### src/hw/rtl/rbts_pkg.sv
// shared types and constants for the bcd rtc snapshot to timestamp converter
// no dependencies; used by the interfaces, the datapath and the top level
package rbts_pkg;

  localparam int NSTAGE = 5;

  typedef logic [NSTAGE-1:0] stage_en_t;
  typedef logic signed [32:0] epoch_t;
  typedef logic signed [9:0] mon_ofs_t;

  localparam logic [7:0] HALT_BIT_MASK = 8'h80;
  localparam logic [7:0] SEC_MASK      = 8'h7f;
  localparam logic [7:0] MIN_MASK      = 8'h7f;
  localparam logic [7:0] HOUR_MASK     = 8'h3f;
  localparam logic [7:0] DATE_MASK     = 8'h3f;
  localparam logic [7:0] MONTH_MASK    = 8'h1f;

  localparam logic [4:0] FAT_HOUR_MAX  = 5'd23;
  localparam logic [6:0] FAT_MIN_MAX   = 7'd59;
  localparam logic [6:0] FAT_SEC_MAX   = 7'd59;
  localparam logic [6:0] FAT_SEC_OVER  = 7'd60;
  localparam logic [5:0] FAT_DAY_MAX   = 6'd31;
  localparam logic [4:0] FAT_MON_MAX   = 5'd12;
  localparam logic [7:0] FAT_YEAR_OFS  = 8'd20;
  localparam logic [7:0] FAT_YEAR_MAX  = 8'd119;

  localparam logic [7:0] CENTURY_SPLIT = 8'd70;
  localparam logic [7:0] CENTURY_ADD   = 8'd100;
  localparam logic [17:0] DAYS_4Y      = 18'd1461;
  // whole days up to the start of year 69 (march based), floor(1461*69/4)
  localparam logic signed [17:0] DAYS_BASE = 18'sd25202;
  localparam logic [17:0] SEC_PER_HOUR = 18'd3600;
  localparam logic [17:0] SEC_PER_MIN  = 18'd60;
  localparam logic signed [33:0] SEC_PER_DAY = 34'sd86400;

  // day offsets of a march based year, relative to the first entry
  localparam mon_ofs_t MONTH_OFS [12] = '{
    10'sd0,    10'sd31,   -10'sd306, -10'sd275, -10'sd245, -10'sd214,
    -10'sd184, -10'sd153, -10'sd122, -10'sd92,  -10'sd61,  -10'sd31
  };

  function automatic logic [7:0] bcd_decode(input logic [7:0] b);
    logic [7:0] tens;
    tens = {4'b0, b[7:4]};
    return 8'((tens << 3) + (tens << 1) + {4'b0, b[3:0]});
  endfunction

endpackage

### src/hw/rtl/rbts_ifs.sv
// valid/ready channel interfaces: clock snapshot in, timestamp result out
// depends on rbts_pkg
interface rbts_snap_if;
  logic       valid;
  logic       ready;
  logic [7:0] seconds_reg;
  logic [7:0] minutes_reg;
  logic [7:0] hours_reg;
  logic [7:0] date_reg;
  logic [7:0] month_reg;
  logic [7:0] year_reg;

  modport source (output valid, seconds_reg, minutes_reg, hours_reg, date_reg,
                  month_reg, year_reg, input ready);
  modport sink (input valid, seconds_reg, minutes_reg, hours_reg, date_reg,
                month_reg, year_reg, output ready);
endinterface

interface rbts_stamp_if;
  logic           valid;
  logic           ready;
  logic           status;
  logic [15:0]    fat_time;
  logic [15:0]    fat_date;
  rbts_pkg::epoch_t epoch_seconds;

  modport source (output valid, status, fat_time, fat_date, epoch_seconds,
                  input ready);
  modport sink (input valid, status, fat_time, fat_date, epoch_seconds,
                output ready);
endinterface

### src/hw/rtl/rbts_datapath.sv
// five register stages of payload: bcd decode, fat packing and day count,
// epoch day sum, day to seconds multiply, final add; depends on rbts_pkg
module rbts_datapath (
  input  logic                clk,
  input  rbts_pkg::stage_en_t en,
  input  logic [7:0]          seconds_reg,
  input  logic [7:0]          minutes_reg,
  input  logic [7:0]          hours_reg,
  input  logic [7:0]          date_reg,
  input  logic [7:0]          month_reg,
  input  logic [7:0]          year_reg,
  output logic                status,
  output logic [15:0]         fat_time,
  output logic [15:0]         fat_date,
  output rbts_pkg::epoch_t    epoch_seconds
);
  import rbts_pkg::*;

  // stage 1: decoded fields
  logic       s1_halt;
  logic [6:0] s1_sec, s1_min;
  logic [5:0] s1_hour, s1_day;
  logic [4:0] s1_mon;
  logic [7:0] s1_yr;

  always_ff @(posedge clk) begin
    if (en[0]) begin
      s1_halt <= (seconds_reg & HALT_BIT_MASK) != 8'd0;
      s1_sec  <= 7'(bcd_decode(seconds_reg & SEC_MASK));
      s1_min  <= 7'(bcd_decode(minutes_reg & MIN_MASK));
      s1_hour <= 6'(bcd_decode(hours_reg & HOUR_MASK));
      s1_day  <= 6'(bcd_decode(date_reg & DATE_MASK));
      s1_mon  <= 5'(bcd_decode(month_reg & MONTH_MASK));
      s1_yr   <= bcd_decode(year_reg);
    end
  end

  // stage 2: fat words, year day product, month offset, time of day
  logic [4:0]  fh, fs, fd;
  logic [5:0]  fm;
  logic [4:0]  fmo;
  logic [7:0]  fy_raw;
  logic [6:0]  fy;
  logic [3:0]  em;
  logic [7:0]  ycent, y;
  logic [15:0] fat_time_next, fat_date_next;
  logic [17:0] prod_next, tod_next;

  always_comb begin
    fh = (s1_hour > 6'(FAT_HOUR_MAX)) ? FAT_HOUR_MAX : s1_hour[4:0];
    fm = (s1_min > FAT_MIN_MAX) ? FAT_MIN_MAX[5:0] : s1_min[5:0];
    fs = 5'(((s1_sec > FAT_SEC_MAX) ? FAT_SEC_OVER : s1_sec) >> 1);
    fd = (s1_day > FAT_DAY_MAX) ? FAT_DAY_MAX[4:0] : s1_day[4:0];
    fmo = (s1_mon > FAT_MON_MAX) ? FAT_MON_MAX : s1_mon;
    fy_raw = s1_yr + FAT_YEAR_OFS;
    fy = (s1_yr > FAT_YEAR_MAX - FAT_YEAR_OFS) ? FAT_YEAR_MAX[6:0] : fy_raw[6:0];
    fat_time_next = {fh, fm, fs};
    fat_date_next = {fy, fmo[3:0], fd};
    // epoch month forced into 1..12
    if (s1_mon == 5'd0) begin
      em = 4'd1;
    end else if (s1_mon > FAT_MON_MAX) begin
      em = 4'd12;
    end else begin
      em = s1_mon[3:0];
    end
    ycent = (s1_yr < CENTURY_SPLIT) ? 8'(s1_yr + CENTURY_ADD) : s1_yr;
    // january and february close the previous march based year
    y = (em <= 4'd2) ? 8'(ycent - 8'd1) : ycent;
    prod_next = 18'(18'(y) * DAYS_4Y);
    tod_next = 18'(18'(s1_hour) * SEC_PER_HOUR + 18'(s1_min) * SEC_PER_MIN
                   + 18'(s1_sec));
  end

  logic        s2_halt;
  logic [15:0] s2_fat_time, s2_fat_date;
  logic [17:0] s2_prod, s2_tod;
  mon_ofs_t    s2_mofs;
  logic [5:0]  s2_day;

  always_ff @(posedge clk) begin
    if (en[1]) begin
      s2_halt     <= s1_halt;
      s2_fat_time <= fat_time_next;
      s2_fat_date <= fat_date_next;
      s2_prod     <= prod_next;
      s2_tod      <= tod_next;
      s2_mofs     <= MONTH_OFS[em - 4'd1];
      s2_day      <= s1_day;
    end
  end

  // stage 3: days since the epoch
  logic signed [17:0] dday_next;

  always_comb begin
    dday_next = 18'(signed'({1'b0, s2_day})) - 18'sd1 + 18'(s2_mofs)
                + signed'({2'b0, s2_prod[17:2]}) - DAYS_BASE;
  end

  logic               s3_halt;
  logic [15:0]        s3_fat_time, s3_fat_date;
  logic [17:0]        s3_tod;
  logic signed [17:0] s3_dday;

  always_ff @(posedge clk) begin
    if (en[2]) begin
      s3_halt     <= s2_halt;
      s3_fat_time <= s2_fat_time;
      s3_fat_date <= s2_fat_date;
      s3_tod      <= s2_tod;
      s3_dday     <= dday_next;
    end
  end

  // stage 4: days to seconds
  logic               s4_halt;
  logic [15:0]        s4_fat_time, s4_fat_date;
  logic [17:0]        s4_tod;
  logic signed [33:0] s4_dsec;

  always_ff @(posedge clk) begin
    if (en[3]) begin
      s4_halt     <= s3_halt;
      s4_fat_time <= s3_fat_time;
      s4_fat_date <= s3_fat_date;
      s4_tod      <= s3_tod;
      s4_dsec     <= 34'(s3_dday) * SEC_PER_DAY;
    end
  end

  // stage 5: final add, halted oscillator forces zeros
  logic signed [33:0] secs_next;

  always_comb begin
    secs_next = s4_dsec + signed'({16'b0, s4_tod});
  end

  always_ff @(posedge clk) begin
    if (en[4]) begin
      status        <= s4_halt;
      fat_time      <= s4_halt ? 16'd0 : s4_fat_time;
      fat_date      <= s4_halt ? 16'd0 : s4_fat_date;
      epoch_seconds <= s4_halt ? '0 : secs_next[32:0];
    end
  end

endmodule

### src/hw/rtl/rtc_bcd_snapshot_to_timestamps.sv
// top level of the bcd rtc snapshot converter: handshake and valid chain
// depends on rbts_pkg, rbts_ifs (rbts_snap_if, rbts_stamp_if), rbts_datapath
//
// snap carries one request: six bcd clock registers read in one go
// (seconds, minutes, hours, date, month, year). stamp returns one result per
// request: status, fat time word, fat date word and signed seconds since 1970.
// bit 7 of seconds marks a halted oscillator: status 1, all other fields zero.
// stamp.valid rises once a request has passed the five stage registers (the
// first of them loads at the edge that accepts the request). one request can
// be accepted every cycle while the receiver takes results, set by the five
// payload registers that each stage owns
// (decode, fat packing, day sum, day multiply, final add).
// each stage holds a valid bit; a stage loads when it is empty or when the
// stage after it moves, so a stalled receiver fills the pipe up to five
// results before snap.ready drops, and nothing is lost or repeated.
// rst (synchronous, active high) empties the pipe; payload registers are not
// cleared, and stamp.valid is low from the cycle after reset.
module rtc_bcd_snapshot_to_timestamps (
  input logic          clk,
  input logic          rst,
  rbts_snap_if.sink    snap,
  rbts_stamp_if.source stamp
);
  import rbts_pkg::*;

  logic [NSTAGE-1:0] vld;
  stage_en_t         en;

  always_comb begin
    en[NSTAGE-1] = !vld[NSTAGE-1] || stamp.ready;
    for (int k = NSTAGE - 2; k >= 0; k--) begin
      en[k] = !vld[k] || en[k+1];
    end
  end

  always_ff @(posedge clk) begin
    if (rst) begin
      vld <= '0;
    end else begin
      if (en[0]) begin
        vld[0] <= snap.valid;
      end
      for (int k = 1; k < NSTAGE; k++) begin
        if (en[k]) begin
          vld[k] <= vld[k-1];
        end
      end
    end
  end

  assign snap.ready  = en[0];
  assign stamp.valid = vld[NSTAGE-1];

  rbts_datapath u_dp (
    .clk           (clk),
    .en            (en),
    .seconds_reg   (snap.seconds_reg),
    .minutes_reg   (snap.minutes_reg),
    .hours_reg     (snap.hours_reg),
    .date_reg      (snap.date_reg),
    .month_reg     (snap.month_reg),
    .year_reg      (snap.year_reg),
    .status        (stamp.status),
    .fat_time      (stamp.fat_time),
    .fat_date      (stamp.fat_date),
    .epoch_seconds (stamp.epoch_seconds)
  );

endmodule

### src/flat_wrapper.sv
// flat-port wrapper written by rule: the top's interface ports become plain ports
module rtc_bcd_snapshot_to_timestamps_flat import rbts_pkg::*;
  (clk, rst, snap_valid, snap_seconds_reg, snap_minutes_reg, snap_hours_reg, snap_date_reg, snap_month_reg, snap_year_reg, snap_ready, stamp_valid, stamp_status, stamp_fat_time, stamp_fat_date, stamp_epoch_seconds, stamp_ready);
  rbts_snap_if snap_i ();
  rbts_stamp_if stamp_i ();
  input logic clk;
  input logic rst;
  input wire logic [$bits(snap_i.valid)-1:0] snap_valid;
  input wire logic [$bits(snap_i.seconds_reg)-1:0] snap_seconds_reg;
  input wire logic [$bits(snap_i.minutes_reg)-1:0] snap_minutes_reg;
  input wire logic [$bits(snap_i.hours_reg)-1:0] snap_hours_reg;
  input wire logic [$bits(snap_i.date_reg)-1:0] snap_date_reg;
  input wire logic [$bits(snap_i.month_reg)-1:0] snap_month_reg;
  input wire logic [$bits(snap_i.year_reg)-1:0] snap_year_reg;
  output wire logic [$bits(snap_i.ready)-1:0] snap_ready;
  output wire logic [$bits(stamp_i.valid)-1:0] stamp_valid;
  output wire logic [$bits(stamp_i.status)-1:0] stamp_status;
  output wire logic [$bits(stamp_i.fat_time)-1:0] stamp_fat_time;
  output wire logic [$bits(stamp_i.fat_date)-1:0] stamp_fat_date;
  output wire logic [$bits(stamp_i.epoch_seconds)-1:0] stamp_epoch_seconds;
  input wire logic [$bits(stamp_i.ready)-1:0] stamp_ready;
  assign snap_i.valid = snap_valid;
  assign snap_i.seconds_reg = snap_seconds_reg;
  assign snap_i.minutes_reg = snap_minutes_reg;
  assign snap_i.hours_reg = snap_hours_reg;
  assign snap_i.date_reg = snap_date_reg;
  assign snap_i.month_reg = snap_month_reg;
  assign snap_i.year_reg = snap_year_reg;
  assign snap_ready = snap_i.ready;
  assign stamp_valid = stamp_i.valid;
  assign stamp_status = stamp_i.status;
  assign stamp_fat_time = stamp_i.fat_time;
  assign stamp_fat_date = stamp_i.fat_date;
  assign stamp_epoch_seconds = stamp_i.epoch_seconds;
  assign stamp_i.ready = stamp_ready;
  rtc_bcd_snapshot_to_timestamps u_core (.clk(clk), .rst(rst), .snap(snap_i), .stamp(stamp_i));
endmodule
### config.mk
export PLATFORM = sky130hd
export DESIGN_NAME = rtc_bcd_snapshot_to_timestamps_flat
export DESIGN_NICKNAME = d
export VERILOG_FILES = /design/src/hw/rtl/rbts_pkg.sv /design/src/hw/rtl/rbts_ifs.sv /design/src/hw/rtl/rbts_datapath.sv /design/src/hw/rtl/rtc_bcd_snapshot_to_timestamps.sv /design/src/flat_wrapper.sv
export SDC_FILE = /design/constraint.sdc
export NUM_CORES = 1
export LEC_CHECK = 0
export ABC_CLOCK_PERIOD_IN_PS = 11200
export BUFFER_PORTS_ARGS = -buffer_cell sky130_fd_sc_hd__buf_4
export CORE_MARGIN = 5
export CORE_UTILIZATION = 45
export CTS_CLUSTER_SIZE = 40
export DETAILED_ROUTE_END_ITERATION = 12
export PLACE_DENSITY = 0.62
export SYNTH_ARGS = -nofsm -noshare
export SYNTH_HDL_FRONTEND = slang
export SYNTH_SLANG_ARGS = --single-unit
### constraint.sdc
create_clock -name clk -period 11.2 [get_ports clk]
set_input_delay 0.56 -clock clk [delete_from_list [all_inputs] [get_ports clk]]
set_output_delay 0.56 -clock clk [all_outputs]
set_load 0.02 [all_outputs]
==> Word-level counts from Yosys, hierarchy flattened <==
Memory sizes are Yosys's and may differ from the RTL's. A register that Yosys moved wholly into a read port is not among the register bits.
Index checks and enable logic that the tools add are counted.
{ "word_totals": {"reg_bits": 332, "mem_bits_ro": 160, "out_inout_bits": 68, "word_cells": 88, "mem_count": 1} }
{ "mem_list": {"columns": ["memory", "words", "word_bits", "rd", "rd_ports_with_merged_regs", "write_ports", "line_no", "rtl"], "rows": [
  ["(name not given)", 16, 10, 1, 1, 0, "rbts_datapath.sv:88", "s2_mofs <= MONTH_OFS[em - 4'd1];"]
]} }
{ "op_classes": {"add_sub_neg": 23, "mul": 4, "magnitude_cmp": 8, "muxes": 4, "n_bitwise": 1, "n_reduce_logical": 11} }
{ "ops": {"columns": ["operator", "count"], "rows": [
  ["adder 33 x 19 -> 33 bit", 1],
  ["multiplier 18 x 11 -> 26 bit (second input constant)", 1],
  ["adder 11 x 17 -> 18 bit", 1],
  ["adder 18 x 13 -> 18 bit", 1],
  ["adder 18 x 7 -> 18 bit", 1],
  ["multiplier 8 x 11 -> 18 bit (second input constant)", 1],
  ["subtractor 18 x 16 -> 18 bit (second input constant)", 1],
  ["two-way mux 8 bit", 2],
  ["adder 6 x 4 -> 7 bit", 2],
  ["adder 7 x 4 -> 7 bit", 2],
  ["greater-than comparator 7 x 6 -> 1 bit (second input constant)", 2],
  ["multiplier 6 x 8 -> 14 bit (second input constant)", 1],
  ["adder 5 x 3 -> 6 bit", 2],
  ["adder 6 x 4 -> 6 bit", 2],
  ["greater-than comparator 6 x 5 -> 1 bit (second input constant)", 2],
  ["adder 7 x 10 -> 11 bit", 1],
  ["multiplier 7 x 4 -> 11 bit (second input constant)", 1],
  ["adder 7 x 5 -> 8 bit", 1],
  ["adder 8 x 4 -> 8 bit", 1],
  ["adder 8 x 7 -> 8 bit (second input constant)", 1],
  ["greater-than comparator 8 x 7 -> 1 bit (second input constant)", 1],
  ["< comparator 8 x 7 -> 1 bit (second input constant)", 1],
  ["two-way mux 4 bit", 2],
  ["subtractor 8 x 1 -> 8 bit (second input constant)", 1],
  ["11 further kinds", 19]
]} }

==> Logic depth before layout (Yosys ltp) <==
{ "logic_depth": {"word_depth": 6, "mapped_depth": 25, "ltp_nobuf": 25} }

==> Cells and area by module <==
Synthesis repeated with hierarchy kept, for this count alone.
{ "unflattened": {"cells_unflattened": 1695, "area_unflattened_um2": 21242.9} }
{ "modules_own_cells": {"columns": ["module", "n_inst", "cells_each", "area_per_inst_um2", "seq_area_each_um2"], "rows": [
  ["rbts_datapath", 1, 1673, 21031.4, 10059.6],
  ["rtc_bcd_snapshot_to_timestamps", 1, 22, 211.5, 100.1]
]} }

==> Worst setup path before layout <==
No wires, ideal clock.
{ "synth_path": {"path_kind": "register to register", "start": "register u_core.u_dp.s1_mon[2]", "end": "register u_core.u_dp.s2_prod[17] (data pin)", "setup_ps": 260, "arrival_time_ps": 5506, "t_required_ps": 10940, "setup_slack_ps": 5434, "path_stages_with_launch": 24, "path_buffers": 0, "synth_period_minus_slack_ps": 5766, "path_cell_list": "edfxtp_1 nor3_1 a21oi_1 nor2_1 inv_1 ha_1 nor2b_1 nor3b_2 o211a_1 a31oi_1 and2b_2 ha_1 inv_1 fa_1 fa_1 inv_1 fa_1 ha_1 a21oi_1 o21ai_0 or3_1 o221ai_1 o21ai_0 xnor2_1"} }
{ "synth_via": {"elab_chain_len": 6, "word_cells_on_any_way": 7, "classes_between": "mul (1); order compare (2); mux (3); reduce/logical (1)"} }
{ "synth_rtl": {"columns": ["item", "line_no", "rtl"], "rows": [
  ["start: declaration", "rbts_datapath.sv:23", "logic [4:0] s1_mon;"],
  ["start signal: assignment", "rbts_datapath.sv:33", "s1_mon <= 5'(bcd_decode(month_reg & MONTH_MASK));"],
  ["greater-than comparator 5 x 4 -> 1 bit", "rbts_datapath.sv:62", "end else if (s1_mon > FAT_MON_MAX) begin"],
  ["two-way mux 4 bit", "rbts_datapath.sv:62", null],
  ["two-way mux 4 bit (*)", "rbts_datapath.sv:60", "if (s1_mon == 5'd0) begin"],
  ["less-or-equal comparator 4 x 2 -> 1 bit (*)", "rbts_datapath.sv:69", "y = (em <= 4'd2) ? 8'(ycent - 8'd1) : ycent;"],
  ["two-way mux 8 bit (*)", "rbts_datapath.sv:69", null],
  ["multiplier 8 x 11 -> 18 bit (*)", "rbts_datapath.sv:70", "prod_next = 18'(18'(y) * DAYS_4Y);"],
  ["named net u_core.u_dp.prod_next[17]", "rbts_datapath.sv:47", "logic [17:0] prod_next, tod_next;"],
  ["end signal: assignment", "rbts_datapath.sv:86", "s2_prod <= prod_next;"],
  ["end: declaration", "rbts_datapath.sv:77", "logic [17:0] s2_prod, s2_tod;"]
]} }
Mark *: on every way through the listed nets, which the timed path passes. The rest lies on a longest branch.
A chain may end at the register's enable or synchronous reset.

==> Worst setup path after layout <==
Same ends and word-level chain as after synthesis.

==> flow_summary.json <==
{
  "fin_nets": 2271,
  "htreeDepth": 2,
  "crit_fanout": 8,
  "rows": 79,
  "holdBufCountCts": 0,
  "syn_nets": 2132,
  "fmax_ghz": 0.154,
  "cts.clk_slew.worst_paths_ps": 60,
  "netlist.area_leader.share": 0.472,
  "postRouteAntennaNets": 0,
  "die_h_um": 228,
  "cts-resized-gates": 0,
  "grt_pass1_vias": 12572,
  "maxSlewViolCount": 0,
  "cts_tree": "built",
  "async_flop_share": 0,
  "drc_errors": 0,
  "cts.sinks": 340,
  "finalCritPeriodShare": 0.578,
  "antenna_cells": 0,
  "min_from": "snap_year_reg[0]",
  "die_width_um": 228,
  "io_buffers": 111,
  "drt_wl_total_mm": 36.4,
  "initial_utilization": 0.456,
  "synth_edf_count": 335,
  "status": "completed",
  "area_delta_synth_final_pct": 12.7,
  "gp_congestion": 0.868,
  "synthTopCellsByArea": "edfxtp_1 (47%), ha_1 (16%), fa_1 (10%)",
  "track_usage": 0.139,
  "finalHoldViolCount": 0,
  "grt_pass1_wl_mm": 60.5,
  "synth.largest_area_cell": "edfxtp_1",
  "r2r_setup_slack_ps": 4720,
  "vias": 12351,
  "slew_headroom": 0.210,
  "start_kind": "flip-flop",
  "drt_first_pass_iters": 5,
  "path_class": "flip-flop to flip-flop",
  "finalCriticalPeriod_ps": 6480,
  "final-setup-viol-count": 0,
  "tns_ps": 0,
  "r2r-start": "u_core.u_dp.s1_mon[2]",
  "ys.flop_type": "edfxtp_1",
  "reg2reg_depth": 23,
  "worst_pin_slew_ps": 1190,
  "ys_ff_latch": 340,
  "syn_inst": 1695,
  "dr.first_iter.drc_count": 437,
  "clockBufferDepth": 3,
  "ioPinCount": 120,
  "via_per_inst": 5.01,
  "die-area_um2": 51800,
  "yosys_warnings": 0,
  "hold_path.class": "input pin to flip-flop",
  "min_path_cells": 1,
  "synth_area_um2": 21300,
  "cp.required_ps": 11510,
  "cp.arrival_ps": 6780,
  "clock_latency_ps": 570,
  "end_kind": "flip-flop",
  "wl_per_cell_um": 14.7,
  "final_layout_size_suffix_gt1_frac": 0.126,
  "ys_seq_area_frac": 0.476,
  "cts_root_buffer": "clkbuf_16",
  "dp_hpwl_mm": 27.5,
  "finClkSkew_ps": 38.1,
  "regToRegEndpoint": "u_core.u_dp.s2_prod[17]",
  "grt.overflow.total": 0,
  "whs_endpoint": "u_core.u_dp.s1_yr[0]",
  "cts_setup_buffers": 0,
  "antenna_found_initial": 1,
  "synth_cell_types": 77,
  "max_cap_violations": 0,
  "cts_made_buffers": 37,
  "syn_avg_cell_area_um2": 12.6,
  "core_area_um2": 46800,
  "rsz0062_at_grt": "no",
  "grt_max_degree": 84
}
area by class of cell:
type | count | area, um^2
Clock buffer | 41 | 941
Clock inverter | 24 | 209
Fill cell | 4038 | 22700
Inverter | 291 | 1090
Multi-Input combinational cell | 1047 | 10000
Sequential cell | 340 | 10200
Tap cell | 607 | 759
Timing Repair Buffer | 117 | 878
metrics by stage:
step	util	worst slack, ps	area [um^2]	instances	hold WS [ps]
after floorplan	-	5430	21300	1695	400
after global placement	0.490	4870	22900	2402	403
after detailed placement	0.490	4710	22900	2402	405
after CTS	0.514	4700	24000	2467	137
after global routing	0.514	4210	24000	2467	134
final	0.514	4720	24000	2467	170
placed cells by master (no fill, tap or decap), types with 36 or more instances in the layout:
| cell type | instances |
|---|---|
| nand2_1 | 45 |
| buf_4 | 117 |
| a21oi_1 | 93 |
| fa_1 | 110 |
| ha_1 | 275 |
| nor2b_1 | 56 |
| xor2_1 | 36 |
| clkbuf_16 | 37 |
| inv_1 | 289 |
| a21o_1 | 42 |
| nor2_1 | 62 |
| xnor2_1 | 73 |
| edfxtp_1 | 335 |
kinds of logic after synthesis:
kind of cell               after synthesis  share of synthesized area
AOI/OAI and AO/OA                      268                     0.0828
xor gates and xnor gates               110                     0.0455
adders and majority gates              385                      0.265
buffers and inverters                  308                     0.0560
DFF                                    340                      0.476
muxes                                    5                    0.00276
and+or+nand+nor                        279                     0.0720
layer usage:
layer  track usage  vias up  wire (um)
met4        0.0437        2       1050
met3        0.0323       63       1600
li1              -     6170          -
met2         0.238      183      17400
met5             0        -         20
met1         0.175     5933      16200
worst max path at each step:
stage                     depth (start not counted)             startpoint                      end  slack, ps
after CTS                                        23  u_core.u_dp.s1_mon[2]  u_core.u_dp.s2_prod[17]       4700
after global placement                           23  u_core.u_dp.s1_mon[2]  u_core.u_dp.s2_prod[16]       4870
after global routing                             23  u_core.u_dp.s1_mon[2]  u_core.u_dp.s2_prod[16]       4210
after floorplan                                  23  u_core.u_dp.s1_mon[2]  u_core.u_dp.s2_prod[17]       5430
after detailed placement                         23  u_core.u_dp.s1_mon[2]  u_core.u_dp.s2_prod[17]       4710
final                                            23  u_core.u_dp.s1_mon[2]  u_core.u_dp.s2_prod[17]       4720
flip-flops by register name, summed over array words and instances, names as in the netlist, 6 cells and up:
name,flops
u_core.u_dp.epoch_seconds,33
u_core.u_dp.fat_date,16
u_core.u_dp.fat_time,16
u_core.u_dp.s1_day,6
u_core.u_dp.s1_hour,6
u_core.u_dp.s1_min,7
u_core.u_dp.s1_sec,7
u_core.u_dp.s1_yr,8
u_core.u_dp.s2_day,6
u_core.u_dp.s2_fat_date,16
u_core.u_dp.s2_fat_time,16
u_core.u_dp.s2_mofs,10
u_core.u_dp.s2_prod,16
u_core.u_dp.s2_tod,18
u_core.u_dp.s3_dday,18
u_core.u_dp.s3_fat_date,16
u_core.u_dp.s3_fat_time,16
u_core.u_dp.s3_tod,18
u_core.u_dp.s4_dsec,26
u_core.u_dp.s4_fat_date,16
u_core.u_dp.s4_fat_time,16
u_core.u_dp.s4_tod,18
critical path, cell delays in order (launching register included):
cell and delay (ps):
edfxtp_1 440, nor3_1 190, a21oi_1 60, nor2_1 460, inv_1 250, ha_1 280, nor2b_1 220, nor3b_2 100
o211a_1 170, a31oi_1 200, and2b_2 280, ha_1 280, inv_1 70, fa_1 510, fa_1 550, inv_1 50
fa_1 470, ha_1 370, a21oi_1 180, o21ai_0 130, or3_1 370, o221ai_1 280, o21ai_0 170, xnor2_1 140
synthesized netlist by cell type (all sizes together) (22+ instances only):
master	count
ha	275
or2	22
a21oi	94
edfxtp	335
nand2	47
inv	291
a21o	42
nor2	63
xor2	36
fa	110
nor2b	56
xnor2	74
o21ai	28
Power is left out: the tool's default activity adds up to more than one toggle a clock period on the data nets, which glitch-free logic cannot reach.
